## config.mk

```make
export PLATFORM = sky130hd
export DESIGN_NAME = zero_delimited_frame_fifo_core
export DESIGN_NICKNAME = d
export VERILOG_FILES = /design/src/rtl/zdff_pkg.sv /design/src/rtl/zdff_ram.sv /design/src/rtl/zdff_datapath.sv /design/src/rtl/zdff_ctrl.sv /design/src/rtl/zero_delimited_frame_fifo_core.sv
export SDC_FILE = /design/constraint.sdc
export NUM_CORES = 1
export LEC_CHECK = 0
export BUFFER_PORTS_ARGS = -buffer_cell sky130_fd_sc_hd__buf_2
export CORE_MARGIN = 2
export CORE_UTILIZATION = 43
export DETAILED_ROUTE_END_ITERATION = 8
export SYNTH_ARGS = -nofsm -noshare
export SYNTH_HDL_FRONTEND = slang
export SYNTH_HIERARCHICAL = 1
export SYNTH_SLANG_ARGS = --single-unit
```

## constraint.sdc

```tcl
create_clock -name clk -period 9.6 [get_ports clk]
set_input_delay 1.92 -clock clk [delete_from_list [all_inputs] [get_ports clk]]
set_output_delay 1.92 -clock clk [all_outputs]
set_load 0.05 [all_outputs]
```

## src/rtl/zdff_pkg.sv

```systemverilog
`timescale 1ns / 1ps

package zdff_pkg;

    localparam int DEPTH     = 64;
    localparam int PTR_W     = $clog2(DEPTH);
    localparam int COUNT_W   = 7;
    localparam int MAX_RUN   = 64;
    localparam int RUN_W     = $clog2(MAX_RUN);

    localparam logic [COUNT_W-1:0] FRAMES_MAX = {COUNT_W{1'b1}};

    // commands
    localparam logic [1:0] CMD_PUSH      = 2'd0;
    localparam logic [1:0] CMD_POP_BYTE  = 2'd1;
    localparam logic [1:0] CMD_POP_FRAME = 2'd2;
    localparam logic [1:0] CMD_NOP       = 2'd3;

    // result status
    localparam logic [1:0] ST_OK        = 2'd0;
    localparam logic [1:0] ST_ZERO_DROP = 2'd1;
    localparam logic [1:0] ST_FULL      = 2'd2;
    localparam logic [1:0] ST_EMPTY     = 2'd3;

    typedef struct packed {
        logic [1:0] cmd;
        logic [7:0] data_in;
    } in_t;

    typedef struct packed {
        logic [7:0]         data_out;
        logic [1:0]         status;
        logic               last_of_run;
        logic [COUNT_W-1:0] used_count;
        logic [COUNT_W-1:0] frame_count;
    } out_t;

    // controller -> datapath
    typedef struct packed {
        logic       push_en;
        logic       read_en;
        logic       pop_en;
        logic       load_out;
        logic [1:0] status;
        logic       last;
    } dp_cmd_t;

    // datapath -> controller
    typedef struct packed {
        logic full;
        logic zero_redundant;
        logic empty;
        logic no_frame;
        logic rd_is_zero;
        logic occ_one;
    } dp_sts_t;

endpackage

```

## src/rtl/zdff_ram.sv

```systemverilog
`timescale 1ns / 1ps

module zdff_ram #(
    parameter int WIDTH = 8,
    parameter int DEPTH = 64
) (
    input  logic                     clk,
    input  logic                     wr_en,
    input  logic [$clog2(DEPTH)-1:0] wr_addr,
    input  logic [WIDTH-1:0]         wr_data,
    input  logic                     rd_en,
    input  logic [$clog2(DEPTH)-1:0] rd_addr,
    output logic [WIDTH-1:0]         rd_data
);

    logic [WIDTH-1:0] mem [DEPTH];

    always_ff @(posedge clk)
    begin
        if (wr_en)
        begin
            mem[wr_addr] <= wr_data;
        end
        if (rd_en)
        begin
            rd_data <= mem[rd_addr];
        end
    end

endmodule

```

## src/rtl/zdff_datapath.sv

```systemverilog
`timescale 1ns / 1ps

module zdff_datapath (
    input  logic                           clk,
    input  logic                           rst_n,
    input  logic [7:0]                     data_in,
    input  logic                           cfg_we,
    input  logic [zdff_pkg::COUNT_W-1:0]   cfg_data,
    input  zdff_pkg::dp_cmd_t              cmd,
    output zdff_pkg::dp_sts_t              sts,
    output zdff_pkg::out_t                 out_data
);

    import zdff_pkg::*;

    logic [PTR_W-1:0]   wr_ptr_reg, wr_ptr_next;
    logic [PTR_W-1:0]   rd_ptr_reg, rd_ptr_next;
    logic [COUNT_W-1:0] occ_reg, occ_next;
    logic [COUNT_W-1:0] frames_reg, frames_next;
    logic               lwz_reg, lwz_next;
    logic [COUNT_W-1:0] cap_reg, cap_next;
    out_t               out_reg, out_next;
    logic [7:0]         rd_data;

    // pointer wraps at the capacity in use
    function automatic logic [PTR_W-1:0] advance(input logic [PTR_W-1:0] p,
                                                input logic [COUNT_W-1:0] cap);
        logic [COUNT_W-1:0] n;
        n = COUNT_W'(p) + COUNT_W'(1);
        if (n >= cap || n >= COUNT_W'(DEPTH))
            return '0;
        return n[PTR_W-1:0];
    endfunction

    zdff_ram #(
        .WIDTH(8),
        .DEPTH(DEPTH)
    ) u_ram (
        .clk     (clk),
        .wr_en   (cmd.push_en),
        .wr_addr (wr_ptr_reg),
        .wr_data (data_in),
        .rd_en   (cmd.read_en),
        .rd_addr (rd_ptr_reg),
        .rd_data (rd_data)
    );

    always_comb
    begin
        sts.full           = (occ_reg >= cap_reg);
        sts.zero_redundant = (data_in == 8'd0) && lwz_reg;
        sts.empty          = (occ_reg == '0);
        sts.no_frame       = (frames_reg == '0) || (occ_reg == '0);
        sts.rd_is_zero     = (rd_data == 8'd0);
        sts.occ_one        = (occ_reg == COUNT_W'(1));
    end

    always_comb
    begin
        wr_ptr_next = wr_ptr_reg;
        rd_ptr_next = rd_ptr_reg;
        occ_next    = occ_reg;
        frames_next = frames_reg;
        lwz_next    = lwz_reg;
        if (cmd.push_en)
        begin
            wr_ptr_next = advance(wr_ptr_reg, cap_reg);
            occ_next    = occ_reg + COUNT_W'(1);
            lwz_next    = (data_in == 8'd0);
            if (data_in == 8'd0 && frames_reg != FRAMES_MAX)
                frames_next = frames_reg + COUNT_W'(1);
        end
        else if (cmd.pop_en)
        begin
            rd_ptr_next = advance(rd_ptr_reg, cap_reg);
            occ_next    = occ_reg - COUNT_W'(1);
            if (rd_data == 8'd0 && frames_reg != '0)
                frames_next = frames_reg - COUNT_W'(1);
        end
    end

    always_comb
    begin
        out_next = out_reg;
        if (cmd.load_out)
        begin
            out_next.data_out    = cmd.pop_en ? rd_data : 8'd0;
            out_next.status      = cmd.status;
            out_next.last_of_run = cmd.last;
            out_next.used_count  = occ_next;
            out_next.frame_count = frames_next;
        end
    end

    // 0 acts as 1, anything above DEPTH as DEPTH
    always_comb
    begin
        cap_next = cap_reg;
        if (cfg_we)
        begin
            priority if (cfg_data == '0)
                cap_next = COUNT_W'(1);
            else if (cfg_data > COUNT_W'(DEPTH))
                cap_next = COUNT_W'(DEPTH);
            else
                cap_next = cfg_data;
        end
    end

    always_ff @(posedge clk or negedge rst_n)
    begin
        if (!rst_n)
        begin
            wr_ptr_reg <= '0;
            rd_ptr_reg <= '0;
            occ_reg    <= '0;
            frames_reg <= '0;
            lwz_reg    <= 1'b1;
            cap_reg    <= COUNT_W'(DEPTH);
        end
        else
        begin
            wr_ptr_reg <= wr_ptr_next;
            rd_ptr_reg <= rd_ptr_next;
            occ_reg    <= occ_next;
            frames_reg <= frames_next;
            lwz_reg    <= lwz_next;
            cap_reg    <= cap_next;
        end
    end

    always_ff @(posedge clk)
    begin
        out_reg <= out_next;
    end

    assign out_data = out_reg;

endmodule

```

## src/rtl/zdff_ctrl.sv

```systemverilog
`timescale 1ns / 1ps

module zdff_ctrl (
    input  logic              clk,
    input  logic              rst_n,
    input  logic              in_valid,
    input  logic [1:0]        in_cmd,
    output logic              in_stall,
    output logic              out_valid,
    input  logic              out_stall,
    input  zdff_pkg::dp_sts_t sts,
    output zdff_pkg::dp_cmd_t cmd
);

    import zdff_pkg::*;

    localparam logic [1:0] S_IDLE = 2'd0;
    localparam logic [1:0] S_READ = 2'd1;
    localparam logic [1:0] S_EMIT = 2'd2;

    logic [1:0]       state_reg, state_next;
    logic             frame_reg, frame_next;
    logic             last_reg, last_next;
    logic [RUN_W-1:0] k_reg, k_next;
    logic             accept;
    logic             run_last;

    assign accept    = in_valid && (state_reg == S_IDLE);
    assign in_stall  = (state_reg != S_IDLE);
    assign out_valid = (state_reg == S_EMIT);

    // run ends on a byte pop, on a zero, on an empty buffer, or at the result limit
    assign run_last = !frame_reg || sts.rd_is_zero || sts.occ_one
                      || (k_reg == RUN_W'(MAX_RUN - 1));

    always_comb
    begin
        state_next = state_reg;
        frame_next = frame_reg;
        last_next  = last_reg;
        k_next     = k_reg;
        cmd        = '0;
        unique case (state_reg)
            S_IDLE:
            begin
                if (accept)
                begin
                    cmd.last  = 1'b1;
                    last_next = 1'b1;
                    unique case (in_cmd)
                        CMD_PUSH:
                        begin
                            cmd.load_out = 1'b1;
                            state_next   = S_EMIT;
                            priority if (sts.full)
                                cmd.status = ST_FULL;
                            else if (sts.zero_redundant)
                                cmd.status = ST_ZERO_DROP;
                            else
                            begin
                                cmd.status  = ST_OK;
                                cmd.push_en = 1'b1;
                            end
                        end
                        CMD_POP_BYTE:
                        begin
                            if (sts.empty)
                            begin
                                cmd.load_out = 1'b1;
                                cmd.status   = ST_EMPTY;
                                state_next   = S_EMIT;
                            end
                            else
                            begin
                                cmd.read_en = 1'b1;
                                frame_next  = 1'b0;
                                state_next  = S_READ;
                            end
                        end
                        CMD_POP_FRAME:
                        begin
                            if (sts.no_frame)
                            begin
                                cmd.load_out = 1'b1;
                                cmd.status   = ST_EMPTY;
                                state_next   = S_EMIT;
                            end
                            else
                            begin
                                cmd.read_en = 1'b1;
                                frame_next  = 1'b1;
                                k_next      = '0;
                                state_next  = S_READ;
                            end
                        end
                        CMD_NOP:
                        begin
                            cmd.load_out = 1'b1;
                            cmd.status   = ST_OK;
                            state_next   = S_EMIT;
                        end
                        default:
                        begin
                            state_next = S_IDLE;
                        end
                    endcase
                end
            end
            S_READ:
            begin
                cmd.pop_en   = 1'b1;
                cmd.load_out = 1'b1;
                cmd.status   = ST_OK;
                cmd.last     = run_last;
                last_next    = run_last;
                state_next   = S_EMIT;
            end
            S_EMIT:
            begin
                if (!out_stall)
                begin
                    if (last_reg)
                        state_next = S_IDLE;
                    else
                    begin
                        cmd.read_en = 1'b1;
                        k_next      = k_reg + RUN_W'(1);
                        state_next  = S_READ;
                    end
                end
            end
            default:
            begin
                state_next = S_IDLE;
            end
        endcase
    end

    always_ff @(posedge clk or negedge rst_n)
    begin
        if (!rst_n)
        begin
            state_reg <= S_IDLE;
            frame_reg <= 1'b0;
            last_reg  <= 1'b1;
            k_reg     <= '0;
        end
        else
        begin
            state_reg <= state_next;
            frame_reg <= frame_next;
            last_reg  <= last_next;
            k_reg     <= k_next;
        end
    end

endmodule

```

## src/rtl/zero_delimited_frame_fifo_core.sv

```systemverilog
`timescale 1ns / 1ps

// Byte FIFO for zero-delimited frames, 64 bytes of storage.
// Input channel (in_valid / in_stall / in_data): one beat is a command
//   (push byte, pop byte, pop whole frame) plus the byte to push.
// Output channel (out_valid / out_stall / out_data): one beat per result,
//   carrying the popped byte, status, end-of-run flag, and the occupancy
//   and frame count after that result. A frame pop gives one beat per byte.
// Config channel (cfg_valid / cfg_ready / cfg_data): capacity in bytes,
//   always ready; write only while no command is in flight.
// Timing: one command at a time. A push, a failed pop or an unused command
//   shows its result the cycle after acceptance. Each popped byte costs a
//   storage read plus the output register; a frame pop streams its bytes
//   in turn, reading the next byte only once the previous beat leaves. The
//   next command is taken in the cycle after the final beat leaves.
// While out_stall is high the result beat is held and the engine waits.
// Reset clears pointers, counts and the capacity (back to 64); storage
//   contents are not cleared and need no clearing pass.
module zero_delimited_frame_fifo_core (
    input  logic                         clk,
    input  logic                         rst_n,
    input  logic                         in_valid,
    output logic                         in_stall,
    input  zdff_pkg::in_t                in_data,
    output logic                         out_valid,
    input  logic                         out_stall,
    output zdff_pkg::out_t               out_data,
    input  logic                         cfg_valid,
    output logic                         cfg_ready,
    input  logic [zdff_pkg::COUNT_W-1:0] cfg_data
);

    import zdff_pkg::*;

    dp_cmd_t dp_cmd;
    dp_sts_t dp_sts;

    assign cfg_ready = 1'b1;

    zdff_ctrl u_ctrl (
        .clk       (clk),
        .rst_n     (rst_n),
        .in_valid  (in_valid),
        .in_cmd    (in_data.cmd),
        .in_stall  (in_stall),
        .out_valid (out_valid),
        .out_stall (out_stall),
        .sts       (dp_sts),
        .cmd       (dp_cmd)
    );

    zdff_datapath u_dp (
        .clk      (clk),
        .rst_n    (rst_n),
        .data_in  (in_data.data_in),
        .cfg_we   (cfg_valid && cfg_ready),
        .cfg_data (cfg_data),
        .cmd      (dp_cmd),
        .sts      (dp_sts),
        .out_data (out_data)
    );

endmodule

```

Yosys cells after proc, flatten, opt, wreduce, memory -nomap -nowiden:

Memories as Yosys holds them, arrays and structs flattened. A register that Yosys moved wholly into a read port is not among the register bits.
Cells that the tools add are included.

* bits in read-only memories: 0
* flip-flop bits (word level): 69
* output and inout bits: 28
* memory bits (writable): 512
* latch bits: 0
* word-level logic and storage cells: 130
* memories kept: 1

* divide/modulo/power cells: 0
* order comparisons: 6
* shift-type cells: 0
* reduce and logical (&&, ||, !) cells: 29
* eq/ne operators: 15
* multiply operators: 0
* bitwise gates (word level): 1
* mux-type cells: 56
* add/sub/neg operators: 7

Memories
* u_dp.u_ram.mem: words 64, bits a word 8, read ports 1, clocked after memory_dff 1, wr ports 1, RTL line zdff_ram.sv:16 `logic [WIDTH-1:0] mem [DEPTH];`

Operator list (count)
* 2-to-1 mux 7 bit: 8
* 2-to-1 mux 6 bit: 9
* >= comparator 7 bit: 3
* zero test 7 bit: 3
* 2-to-1 mux 1 bit: 21
* zero test 8 bit: 2
* adder 6 x 1 -> 7 bit (second input constant): 2
* adder 7 x 1 -> 7 bit (second input constant): 2
* >= comparator 7 bit (second input constant): 2
* subtractor 7 x 1 -> 7 bit (second input constant): 2
* 2-to-1 mux 2 bit: 6
* != test 2 bit (second input constant): 6
* case mux 2 bit (3 select lines): 2
* case mux 3 bit (4 select lines): 1
* case mux 6 bit (2 select lines): 1
* case mux 1 bit (2 select lines): 4
* case mux 4 bit (2 select lines): 1
* nonzero test 2 bit: 4
* == test 7 x 1 -> 1 bit (second input constant): 1
* greater-than comparator 7 bit (second input constant): 1
* != test 7 bit (second input constant): 1
* nonzero test 7 bit: 1
* adder 6 x 1 -> 6 bit (second input constant): 1
* == test 2 bit (second input constant): 3
* 14 further kinds: 27

Logic depth before layout (Yosys ltp):

* depth in word-level cells: 9
* gate-level depth with buffers: 12
* gate-level depth less buffers: 11

By module:

Netlist, hierarchy kept.

Modules (own cells, without submodules)
* zdff_ram: area each 20246.9 um^2, cells each 940, instances 1, seq. area each 15615.0 um^2
* zdff_datapath: area each 3150.5 um^2, cells each 277, instances 1, seq. area each 1604.0 um^2
* zdff_ctrl: area each 785.8 um^2, cells each 87, instances 1, seq. area each 251.5 um^2
* zero_delimited_frame_fifo_core: area each 11.3 um^2, cells each 2, instances 1, seq. area each 0.0 um^2

Worst setup path before layout:

OpenSTA, ideal clock, no wires.

* path type: input to register
* from: in in_valid
* to: mem u_dp.u_ram.mem[48][0] (enable)
* slack: 5032 ps
* setup time: 383 ps
* cell stages on the path: 5
* data arrival time: 4184 ps
* path buffers: 1
* path through: or3b_2 clkbuf_1 nor4b_1 nand4b_1 nor3_1

RTL lines
* start: declaration: RTL line zero_delimited_frame_fifo_core.sv:22 `input logic in_valid,`
* end: declaration: RTL line zdff_ram.sv:16

==> impl_results.md <==
- Post-CTS repair timing setup buffer count: 0
- Switching fraction of total power: 28.6%
- Placer Congestion: 0.815
- Number of enable flip-flop cells after synthesis: 545
- Final wirelength: 55.6 mm
- Util after Layout: 49.1%
- Post-Syn Area: 24,200 um^2
- Final clock period utilization by the worst path: 53.0%
- Post-Synth XOR/XNOR Area: 0.688%
- Setup_tns: 0 ns
- Antenna violations before repair: 1
- DIE WIDTH: 241 um
- Clock edge transition at the registers on the reported setup and hold paths: 0.06 ns
- Number of H-tree branching levels: 2
- Pwr Density: 253 nW/um^2
- Final net count: 1,434
- Number of resized instances in the post-cts repair step: 0
- Synthesized netlist cell count: 1,306
- Worst reg2reg path depth: 11
- Area contributors post-synth: sky130_fd_sc_hd__edfxtp_1 68%, sky130_fd_sc_hd__mux4_2 12%, sky130_fd_sc_hd__dfrtp_1 4.2%
- Overall fraction of global-route tracks in use: 19.4%
- Overall via count from detail_route: 12,600
- Clock period minus final worst setup slack: 5.09 ns
- Average detailed-routed wire length per instance: 25.6 um
- Fraction of power consumed by sequential logic: 45.1%
- Peak VDD IR: 0.187 mV
- Maximum number of pins on one net before global-route repair: 94
- Most used flip-flop cell after synthesis: sky130_fd_sc_hd__edfxtp_1
- Global-route wire length before repair: 82.5 mm
- Overflow left after global routing: 0
- Std cell rows: 86
- Most frequent cells in the layout: 545 x sky130_fd_sc_hd__edfxtp_1, 126 x sky130_fd_sc_hd__mux4_2, 101 x sky130_fd_sc_hd__nor2_1
- Average footprint of a synthesized cell: 18.5 um^2
- Sink of the worst hold path: u_dp/lwz_reg
- Lkg Pwr: 8.89 nW
- Clock Sinks: 589
- Startpoint of the worst-slack reg-to-reg timing path: u_dp/occ_reg[0]
- Register with the highest flop count: u_dp/u_ram/mem
- Count of buffers inserted at the top-level ports: 48
- Clock tree from TritonCTS: yes
- Actual slew at the worst max-slew pin: 1.31 ns
- Type of element capturing the critical path: flop
- Initial DRC count: 1,310
- Type of the worst setup path: input port to flop
- Crit path top cell by count: sky130_fd_sc_hd__buf_4
- Outcome: finished clean
- Relative slew slack: 12.0%
- Clk_skew: 0.0343 ns
- Crit-path max cell delay: 1.08 ns
- Final number of setup-violating endpoints: 0
- Antenna diode count: 0
- Post-synth ARST share: 7.47%
- Area fraction in compound gates after synthesis: 4.19%
- Required time worst endpoint: 9.93 ns
- Top Ports: 50
- Cell taking the most area after synthesis: sky130_fd_sc_hd__edfxtp_1
- Share of final-layout standard cells stronger than drive strength 1: 23.4%
- Synth warnings: 6
- Simple-gate area share of the yosys netlist: 5.66%
- Synth-to-Final Area Change: 12.5%
- Total half-perimeter wirelength after legalization and detailed placement: 34.4 mm
- Max FO, Critical Path: 29
- Launch instance of the worst min-delay path: u_dp/lwz_reg
- Maximum operating frequency: 197 MHz
- Clk Latency, worst-skew pair: 0.63 ns
- Max-slew violation total from the final report: 0
- Number of detailed-routing iterations run before antenna repair: 5
- Die Outline Area: 58,200 um^2
- Clock tree root driver cell: sky130_fd_sc_hd__clkbuf_16
- CP max stage cell: sky130_fd_sc_hd__nor4_1
- Count of nets left with antenna violations after detail routing: 0
- Buffer depth of the longest clock path: 3
- Overall power consumption: 6.88 mW
- Classification of the worst-slack hold path: flop to flop
- Post-synthesis adder-cell area fraction: 1.86%
- Portion of total power attributed to the clock network: 34.3%
- DRC violation count after routing: 0
- Cell-internal power: 4.91 mW
- Number of library cell types mapped by synthesis: 80
- Number of global-route vias before repair: 12,500
- Share of synthesized area occupied by flip-flops and latches: 72.2%
- Number of stages on the worst hold path: 2
- Inserted Clock Buffers: 59
- Portion of netlist area occupied by mux cells: 13.5%
- Crit path arrival time: 5.42 ns
- Initial Utilization: 43.7%
- Setup repair after global routing missed its margin: false
- Share of the synthesized area in the top cell type: 67.6%
- Number of max-cap violations: 0
- Relative contribution of combinational cells to total power: 20.6%
- Nature of the critical path startpoint: input port
- Chip height: 241 um
- Most common cell after layout, fill and taps aside: sky130_fd_sc_hd__edfxtp_1
- RR Endpoint: u_dp/u_ram/mem[46][7]
- Count of state elements after synthesis: 589
- Hold violation count in the final report: 0
- Syn Nets: 1,364
- Combinational family with the most area after synthesis: multiplexers
- Vias per cell: 5.79
- Setup slack of the most critical reg-to-reg path: 5.41 ns
- Critical-path cell list: buf_2 > buf_4 > nor4_1 > and3_1 > nor4b_2 > buf_4 > nand2b_1 > or3_4 > o41ai_1 > o31ai_1
- Core Region: 55,400 um^2
- Number of flip-flops under the largest register name: 512
- Count of hold buffers inserted by post-cts repair: 0
- Psw: 1.97 mW
how the worst max path moves through the flow:
stage	slack [ns]	cells after the start	end	start
after floorplan	5.03	5	u_dp/u_ram/mem[48][0]	in_valid
after global placement	4.04	10	u_dp/out_data[6]	in_data[5]
after detailed placement	3.99	10	u_dp/out_data[6]	in_data[5]
after CTS	4.64	10	u_dp/out_data[6]	in_data[5]
after global routing	4.46	10	u_dp/out_data[6]	in_data[1]
final	4.51	10	u_dp/out_data[6]	in_data[1]
power by group through the flow:
stage          Clock [mW]  Sequential (mW)  Combinational, mW
3_3_place_gp            0             3.15               1.40
6_report             2.36             3.10               1.42
2_1_floorplan           0             3.08               1.11
5_1_grt              2.50             3.12               1.52
4_1_cts              2.41             3.10               1.42
3_5_place_dp            0             3.16               1.42
cells by family (layout without fill, tap and decap cells):
kind of cell,count (synthesis),after routing
xor gates and xnor gates,19,19
DFF,589,589
other,1,1
adders and majority gates,36,36
and+or+nand+nor,273,273
buffers and inverters,86,204
muxes,166,166
AOI/OAI and AO/OA,136,136
worst max-delay path: cells and delay by family:
family	cells	cell delay, ns
buf+inv	3	0.61
simple gates	5	2.38
compound gates	2	0.49
area by class of cell:
class	instances	area [um^2]
Clock buffer	63	1510
Clock inverter	46	503
Fill cell	4480	28200
Inverter	25	93.8
Multi-Input combinational cell	631	6270
Sequential cell	589	17500
Tap cell	748	936
Timing Repair Buffer	70	418
metrics by stage:
stage          std cells  cell area [um^2]  setup WS (ns)  hold slack (ns)
2_1_floorplan       1306             24200           5.03            0.449
3_3_place_gp        2063             25200           4.04            0.462
3_5_place_dp        2063             25200           3.99            0.472
4_1_cts             2172             27200           4.64            0.481
5_1_grt             2172             27200           4.46            0.502
6_report            2172             27200           4.51            0.478
synthesized netlist by cell type, types with 12 or more instances:
cell and instances:
sky130_fd_sc_hd__nand2b_1 15, sky130_fd_sc_hd__inv_1 24, sky130_fd_sc_hd__mux2_2 15, sky130_fd_sc_hd__xor2_1 12, sky130_fd_sc_hd__edfxtp_1 545, sky130_fd_sc_hd__mux4_2 126
sky130_fd_sc_hd__buf_4 14, sky130_fd_sc_hd__a21oi_1 19, sky130_fd_sc_hd__nor2b_1 20, sky130_fd_sc_hd__nand2_1 48, sky130_fd_sc_hd__mux2i_1 24, sky130_fd_sc_hd__nand3_1 22
sky130_fd_sc_hd__clkbuf_1 24, sky130_fd_sc_hd__ha_1 36, sky130_fd_sc_hd__buf_2 12, sky130_fd_sc_hd__dfrtp_1 41, sky130_fd_sc_hd__nor2_1 101
per-layer routing:
layer	track usage [%]	part of all wire, %
met1	28.7	44
met2	29.8	46
met3	2.95	7.3
met4	6.19	2.8
met5	0	0.022
Note: power is estimated with default switching activity, not from simulation.
